**src/sv/sac_pkg.sv**
```systemverilog
// ----------------------------------------------------------------------------
// sac_pkg
// Shared constants for the sphere / box contact pipeline.
// ----------------------------------------------------------------------------
package sac_pkg;

	// default coordinate width (Q16.16 words; the fraction count does not
	// enter the arithmetic)
	localparam int COORD_WIDTH_DEF = 32;

	// unit normal format, Q1.16
	localparam int NORM_FRAC  = 16;
	localparam int NORM_WIDTH = NORM_FRAC + 2;
	localparam logic signed [NORM_WIDTH-1:0] NORM_ONE = NORM_WIDTH'(1) <<< NORM_FRAC;

	// quotient bits of the normal divider: integer bit plus fraction
	localparam int DIV_STEPS_DEF = NORM_FRAC + 1;

endpackage

```
**src/sv/sac_udiv.sv**
```systemverilog
// ----------------------------------------------------------------------------
// sac_udiv
// Pipelined restoring divider for one normal component:
// q = floor(num * 2^(STEPS-1) / den), num <= den.
// ----------------------------------------------------------------------------
module sac_udiv import sac_pkg::*; #(
	parameter int NUM_W = 32,
	parameter int DEN_W = 33,
	parameter int STEPS = DIV_STEPS_DEF
) (
	input  logic             clk,
	input  logic             ce,
	input  logic [NUM_W-1:0] num,
	input  logic [DEN_W-1:0] den,
	output logic [STEPS-1:0] quo
);

	localparam int RM_W = DEN_W + 1;

	logic [RM_W-1:0]  rem_s [STEPS];
	logic [DEN_W-1:0] den_s [STEPS];
	logic [STEPS-1:0] q_s   [STEPS];

	for (genvar k = 0; k < STEPS; k++) begin : g_step
		logic [RM_W-1:0]  r_in;
		logic [DEN_W-1:0] d_in;
		logic [STEPS-1:0] q_in;
		logic [RM_W-1:0]  d_ext;
		logic             ge;

		if (k == 0) begin : g_first
			assign r_in = RM_W'(num);
			assign d_in = den;
			assign q_in = '0;
		end else begin : g_next
			// remainder stays below den, so one doubling fits
			assign r_in = {rem_s[k-1][DEN_W-1:0], 1'b0};
			assign d_in = den_s[k-1];
			assign q_in = q_s[k-1];
		end

		assign d_ext = RM_W'(d_in);
		assign ge    = r_in >= d_ext;

		always_ff @(posedge clk) begin
			if (ce) begin
				rem_s[k] <= ge ? r_in - d_ext : r_in;
				den_s[k] <= d_in;
				q_s[k]   <= {q_in[STEPS-2:0], ge};
			end
		end
	end

	assign quo = q_s[STEPS-1];

endmodule

```
**config.mk**
```make
export PLATFORM = sky130hd
export DESIGN_NAME = sac_udiv
export DESIGN_NICKNAME = d
export VERILOG_FILES = /design/src/sv/sac_pkg.sv /design/src/sv/sac_udiv.sv
export SDC_FILE = /design/constraint.sdc
export NUM_CORES = 2
export LEC_CHECK = 0
export ABC_AREA = 1
export BUFFER_PORTS_ARGS = -buffer_cell sky130_fd_sc_hd__buf_2
export CAP_MARGIN = 5
export CORE_ASPECT_RATIO = 0.5
export CORE_MARGIN = 4
export CORE_UTILIZATION = 45
export CTS_CLUSTER_SIZE = 25
export DETAILED_ROUTE_END_ITERATION = 16
export SLEW_MARGIN = 15
export SYNTH_ARGS = -nofsm -noshare
export SYNTH_HDL_FRONTEND = slang
export SYNTH_SLANG_ARGS = --single-unit
```
**constraint.sdc**
```tcl
create_clock -name clk -period 5.7 [get_ports clk]
set_input_delay 1.14 -clock clk [delete_from_list [all_inputs] [get_ports clk]]
set_output_delay 1.14 -clock clk [all_outputs]
set_load 0.005 [all_outputs]
```
# Yosys cells after proc, flatten, opt, wreduce, memory -nomap -nowiden
# Memory sizes are Yosys's and may differ from the RTL's.
# Cells that the tools add are included.
# op_classes
muxes,19
addsub,17
magnitude_cmp,17
# ops
operator,n
34-bit 2-to-1 mux,17
34-bit by 33-bit >= comparator with 1-bit output,16
34-bit by 33-bit subtractor with 34-bit output,16
32-bit by 33-bit subtractor with 34-bit output,1
32-bit by 33-bit >= comparator with 1-bit output,1
1-bit 2-to-1 mux,2
# word_totals
output_inout_bits,17
mem_bits_rw,1428
in_bits,67
n_memories,3
word_cells,56
register_bits,0
# memory_table
memory,depth,word_bits,read_ports,rd_clocked_by_memory_dff,wr,line_no,rtl
rem_s,17,34,16,0,17,sac_udiv.sv:20,logic [RM_W-1:0] rem_s [STEPS];
den_s,17,33,16,0,17,sac_udiv.sv:21,logic [DEN_W-1:0] den_s [STEPS];
q_s,17,17,17,0,17,sac_udiv.sv:22,logic [STEPS-1:0] q_s [STEPS];

# Depth between registers and ports, before layout
# An unclocked memory read counts as a cell.
# depth
word_depth,3
depth_mapped,16
mapped_depth_nobuf,15

# Worst setup path after synthesis
# No wires, ideal clock.
# synth_path
path_kind,input to register
startpoint,input num[0]
endpoint,memory rem_s[0][30] (netlist name) (data pin)
path_stages,13
required_ns,5.447
setup_time_ns,0.253
path_buffers,1
t_arrival_ns,2.598
path_slack_ns,2.849
path_cell_list,inv_1 > ha_1 > inv_1 > fa_1 > nand3_1 > nand3_2 > nand2_1 > nand2_1 > nand2_2 > nand2_4 > buf_4 > nand3_1 > nand2_1
# synth_lines
element,line_no,rtl
start: declaration,sac_udiv.sv:13,"input logic [NUM_W-1:0] num,"
end: declaration,sac_udiv.sv:20,

==> out/summary.json <==
{
  "hpwlAfterDp": {"value": 220000, "unit": "um"},
  "global_route_wire_length_before_repair": {"value": 415000, "unit": "um"},
  "root_buffer": {"value": "sky130_fd_sc_hd__clkbuf_16"},
  "min_path_cells": {"value": 0},
  "holdWs": {"value": 0.412, "unit": "ns"},
  "max_slew.worst_pin.slew": {"value": 1.03, "unit": "ns"},
  "min_to": {"value": "q_s[0][259]"},
  "report.final.setup_viol": {"value": 0},
  "area_delta_synth_final": {"value": 8.25, "unit": "%"},
  "ys_ff_latch": {"value": 1209},
  "crit-reg2reg-capture": {"value": "rem_s[0][398]"},
  "number_of_buffers_added_for_setup_after_cts": {"value": 0},
  "crit_path_end_kind": {"value": "flop"},
  "netlist_instances": {"value": 12400},
  "num_rows": {"value": 114},
  "io_pins": {"value": 84},
  "groute.usage.overall": {"value": 26.4, "unit": "%"},
  "critical_path.cell_chain": {"value": "inv_1 > ha_1 > nand2_1 > nor2_2 > nand2_1 > nor2_1 > nand2_1 > nor2_1 > nor2_1 > nand2_4 > inv_2 > nand2_1 > nand2_1"},
  "post_drt_wl_per_cell": {"value": 17.7, "unit": "um"},
  "worst_hold_startpoint": {"value": "q_s[0][241]"},
  "outcome": {"value": "finished, final reports clean"},
  "tritoncts.num_buffers": {"value": 121},
  "wl": {"value": 269000, "unit": "um"},
  "timing.hold.worst.class": {"value": "flop to flop"},
  "via_per_inst": {"value": 4.90},
  "utilization": {"value": 49.2, "unit": "%"},
  "synth_warnings": {"value": 0},
  "timing.critical_path.from_type": {"value": "flop"},
  "crit_path_max_fanout": {"value": 35},
  "netlist.top_cell.by_area": {"value": "sky130_fd_sc_hd__edfxtp_1"},
  "ratio_of_cells_with_drive_above_1_in_the_final_layout": {"value": 3.44, "unit": "%"},
  "die_width": {"value": 634, "unit": "um"},
  "crit_path_leading_delay_family": {"value": "simple AND/OR/NAND/NOR gates"},
  "post-route-drc-count": {"value": 0},
  "setup_tns": {"value": 0, "unit": "ns"},
  "relSlewSlack": {"value": 31.1, "unit": "%"},
  "yosysSeqAreaShare": {"value": 41.1, "unit": "%"},
  "post_cts.resized_instances": {"value": 0},
  "final.setup_skew": {"value": 0.0307, "unit": "ns"},
  "finalHoldViolCount": {"value": 0},
  "cellPowerDensity": {"value": 511, "unit": "nW/um2"},
  "overflow": {"value": 0},
  "syn_nets": {"value": 13000},
  "start_util": {"value": 45.5, "unit": "%"},
  "layout.filler_cells": {"value": 19600},
  "reg2reg_from": {"value": "den_s[0][354]"},
  "number_of_buffers_inserted_for_hold_repair_after_clock_tree_synthesis": {"value": 0},
  "period_needed": {"value": 3.45, "unit": "ns"},
  "critPathSlowestCell": {"value": "sky130_fd_sc_hd__edfxtp_1"},
  "first_pass_iters": {"value": 8},
  "fin_nets": {"value": 13200},
  "die_height": {"value": 321, "unit": "um"},
  "critPathMostFrequentCell": {"value": "sky130_fd_sc_hd__nand2_1"},
  "ctsLongestPathBuffers": {"value": 3},
  "grt_max_degree": {"value": 126},
  "antenna_left": {"value": 0},
  "standby_leakage_power": {"value": 51.3, "unit": "nW"},
  "tritoncts_clock_tree": {"value": "built"},
  "worst_setup_hold_path_clk_slew": {"value": 0.07, "unit": "ns"},
  "worst-r2r-setup-slack": {"value": 2.25, "unit": "ns"},
  "clock_insertion_delay_worst_skew": {"value": 0.78, "unit": "ns"},
  "period_share": {"value": 60.5, "unit": "%"},
  "max_stage_delay": {"value": 0.41, "unit": "ns"},
  "routed-via-count": {"value": 74600},
  "syn_area": {"value": 88200, "unit": "um2"},
  "netlist-cell-type-count": {"value": 39},
  "cp.arrival": {"value": 3.95, "unit": "ns"},
  "cts.sinks": {"value": 1209},
  "critPathBufInv": {"value": 2},
  "reg2reg_depth": {"value": 13},
  "grt_setup_unrepaired": {"value": "no"},
  "design.die.area": {"value": 204000, "unit": "um2"},
  "port-buffer-count": {"value": 83},
  "ir_worst_vdd": {"value": 0.305, "unit": "mV"},
  "placeableCoreArea": {"value": 194000, "unit": "um2"},
  "drt_iter0_markers": {"value": 4258},
  "first_global_vias": {"value": 76200},
  "gp_congestion": {"value": 1.05},
  "maximum_capacitance_violations": {"value": 0},
  "diodes": {"value": 0},
  "timing.critical_path.required": {"value": 6.20, "unit": "ns"},
  "yosys-top-cells-area": {"value": "sky130_fd_sc_hd__edfxtp_1 (41%), sky130_fd_sc_hd__nand2_1 (22%), sky130_fd_sc_hd__inv_1 (12%)"},
  "avgSynthCellArea": {"value": 7.12, "unit": "um2"},
  "yosys.area.top_type_share": {"value": 41.1, "unit": "%"},
  "grt_antenna_before_repair": {"value": 2},
  "critPathKind": {"value": "flop to flop"},
  "timing_max_transition_violations_final": {"value": 0},
  "fmax": {"value": 0.290, "unit": "GHz"},
  "ctsHtreeMaxLevel": {"value": 3}
}
==> flip-flops by register name, summed over array words and instances, names as in the netlist <==
register  count
q_s         153
den_s       528
rem_s       528
==> cell families after synthesis <==
kind of cell    count (synthesis)  synth area share (%)
simple gates                 7167                  33.4
buf+inv                      2838                  12.7
flops                        1209                  41.1
fa+ha+maj                     575                  8.29
compound gates                376                  2.24
xor+xnor                      229                  2.27
==> worst register-to-register path, stage by stage, from the launching register on <==
cell and delay, ns:
sky130_fd_sc_hd__edfxtp_1 0.41, sky130_fd_sc_hd__inv_1 0.06, sky130_fd_sc_hd__ha_1 0.37, sky130_fd_sc_hd__nand2_1 0.15, sky130_fd_sc_hd__nor2_2 0.21, sky130_fd_sc_hd__nand2_1 0.19, sky130_fd_sc_hd__nor2_1 0.21, sky130_fd_sc_hd__nand2_1 0.07
sky130_fd_sc_hd__nor2_1 0.26, sky130_fd_sc_hd__nor2_1 0.13, sky130_fd_sc_hd__nand2_4 0.39, sky130_fd_sc_hd__inv_2 0.43, sky130_fd_sc_hd__nand2_1 0.18, sky130_fd_sc_hd__nand2_1 0.09
==> per-layer routing <==
metal	up-vias	global-route usage, %	routed length, um
li1	38400	-	-
met1	33500	24.8	94400
met2	1739	51.7	142000
met3	940	2.65	7320
met4	0	21.5	25600
met5	-	0	0
==> area by class of cell <==
type,instances,area (um2),area share (%)
multi-input cells,8347,40700,42.6
clock inverters,90,991,1.04
flip-flops and latches,1209,36300,38.0
inverters,2724,10200,10.7
repair buffers,119,863,0.904
clock buffers,136,3130,3.27
well taps,2610,3270,3.42
==> synth_stat cells <==
cell type and n:
sky130_fd_sc_hd__buf_2 33, sky130_fd_sc_hd__o22ai_1 1, sky130_fd_sc_hd__nand3b_2 3, sky130_fd_sc_hd__a21oi_1 311
sky130_fd_sc_hd__and3_1 17, sky130_fd_sc_hd__inv_1 2711, sky130_fd_sc_hd__nor2_2 26, sky130_fd_sc_hd__buf_4 30
sky130_fd_sc_hd__nand3_2 11, sky130_fd_sc_hd__o21ai_0 30, sky130_fd_sc_hd__a21oi_4 1, sky130_fd_sc_hd__a21boi_0 1
sky130_fd_sc_hd__inv_2 11, sky130_fd_sc_hd__fa_1 16, sky130_fd_sc_hd__nand4_1 102, sky130_fd_sc_hd__or2_2 35
sky130_fd_sc_hd__nand2_4 18, sky130_fd_sc_hd__a211oi_1 3, sky130_fd_sc_hd__o21a_1 2, sky130_fd_sc_hd__nand3b_1 107
sky130_fd_sc_hd__o211ai_1 1, sky130_fd_sc_hd__o21bai_1 24, sky130_fd_sc_hd__a21o_1 1, sky130_fd_sc_hd__edfxtp_1 1209
sky130_fd_sc_hd__o2111ai_1 1, sky130_fd_sc_hd__nand2_1 5159, sky130_fd_sc_hd__nand2_2 11, sky130_fd_sc_hd__nor3_1 114
sky130_fd_sc_hd__xnor2_1 5, sky130_fd_sc_hd__nor2_1 702, sky130_fd_sc_hd__nor4_1 10, sky130_fd_sc_hd__xor2_1 224
sky130_fd_sc_hd__nor3_2 2, sky130_fd_sc_hd__buf_6 51, sky130_fd_sc_hd__and2_1 123, sky130_fd_sc_hd__ha_1 559
sky130_fd_sc_hd__nor3_4 2, sky130_fd_sc_hd__inv_4 2, sky130_fd_sc_hd__nand3_1 725
==> power breakdown <==
part	internal [W]	switching, W
clock	0.00477	0.00375
sequential	0.0131	0.00134
combinational	0.00810	0.0177
==> metrics by stage <==
step	cells	power [W]	area, um2	worst slack [ns]
3_5_place_dp	15000	0.0402	91400	2.00
3_3_place_gp	15000	0.0398	91400	2.02
6_report	15200	0.0488	95500	2.25
4_1_cts	15200	0.0488	95500	2.28
5_1_grt	15200	0.0531	95500	2.08
2_1_floorplan	12400	0.0330	88200	2.85
==> placed cells by master, fill, tap and decap left out, types with 23 or more instances in the layout <==
master	instances
sky130_fd_sc_hd__a21oi_1	311
sky130_fd_sc_hd__and2_1	123
sky130_fd_sc_hd__buf_2	82
sky130_fd_sc_hd__buf_4	23
sky130_fd_sc_hd__clkbuf_16	123
sky130_fd_sc_hd__clkinv_2	26
sky130_fd_sc_hd__edfxtp_1	1209
sky130_fd_sc_hd__ha_1	559
sky130_fd_sc_hd__inv_1	2711
sky130_fd_sc_hd__nand2_1	5159
sky130_fd_sc_hd__nand3_1	725
sky130_fd_sc_hd__nand3b_1	107
sky130_fd_sc_hd__nand4_1	102
sky130_fd_sc_hd__nor2_1	702
sky130_fd_sc_hd__nor2_2	26
sky130_fd_sc_hd__nor3_1	114
sky130_fd_sc_hd__o21ai_0	30
sky130_fd_sc_hd__o21bai_1	24
sky130_fd_sc_hd__or2_2	35
sky130_fd_sc_hd__xor2_1	224
==> how the worst max path moves through the flow <==
stage / from / slack (ns) / cells after the start / end
6_report: den_s[0][354] / 2.25 / 13 / rem_s[0][398]
5_1_grt: den_s[0][354] / 2.08 / 13 / rem_s[0][392]
4_1_cts: den_s[0][354] / 2.28 / 13 / rem_s[0][398]
3_5_place_dp: den[29] / 2.00 / 11 / rem_s[0][0]
3_3_place_gp: den[29] / 2.02 / 11 / rem_s[0][0]
2_1_floorplan: num[0] / 2.85 / 13 / rem_s[0][30]
Power figures use the tool's default switching activity.
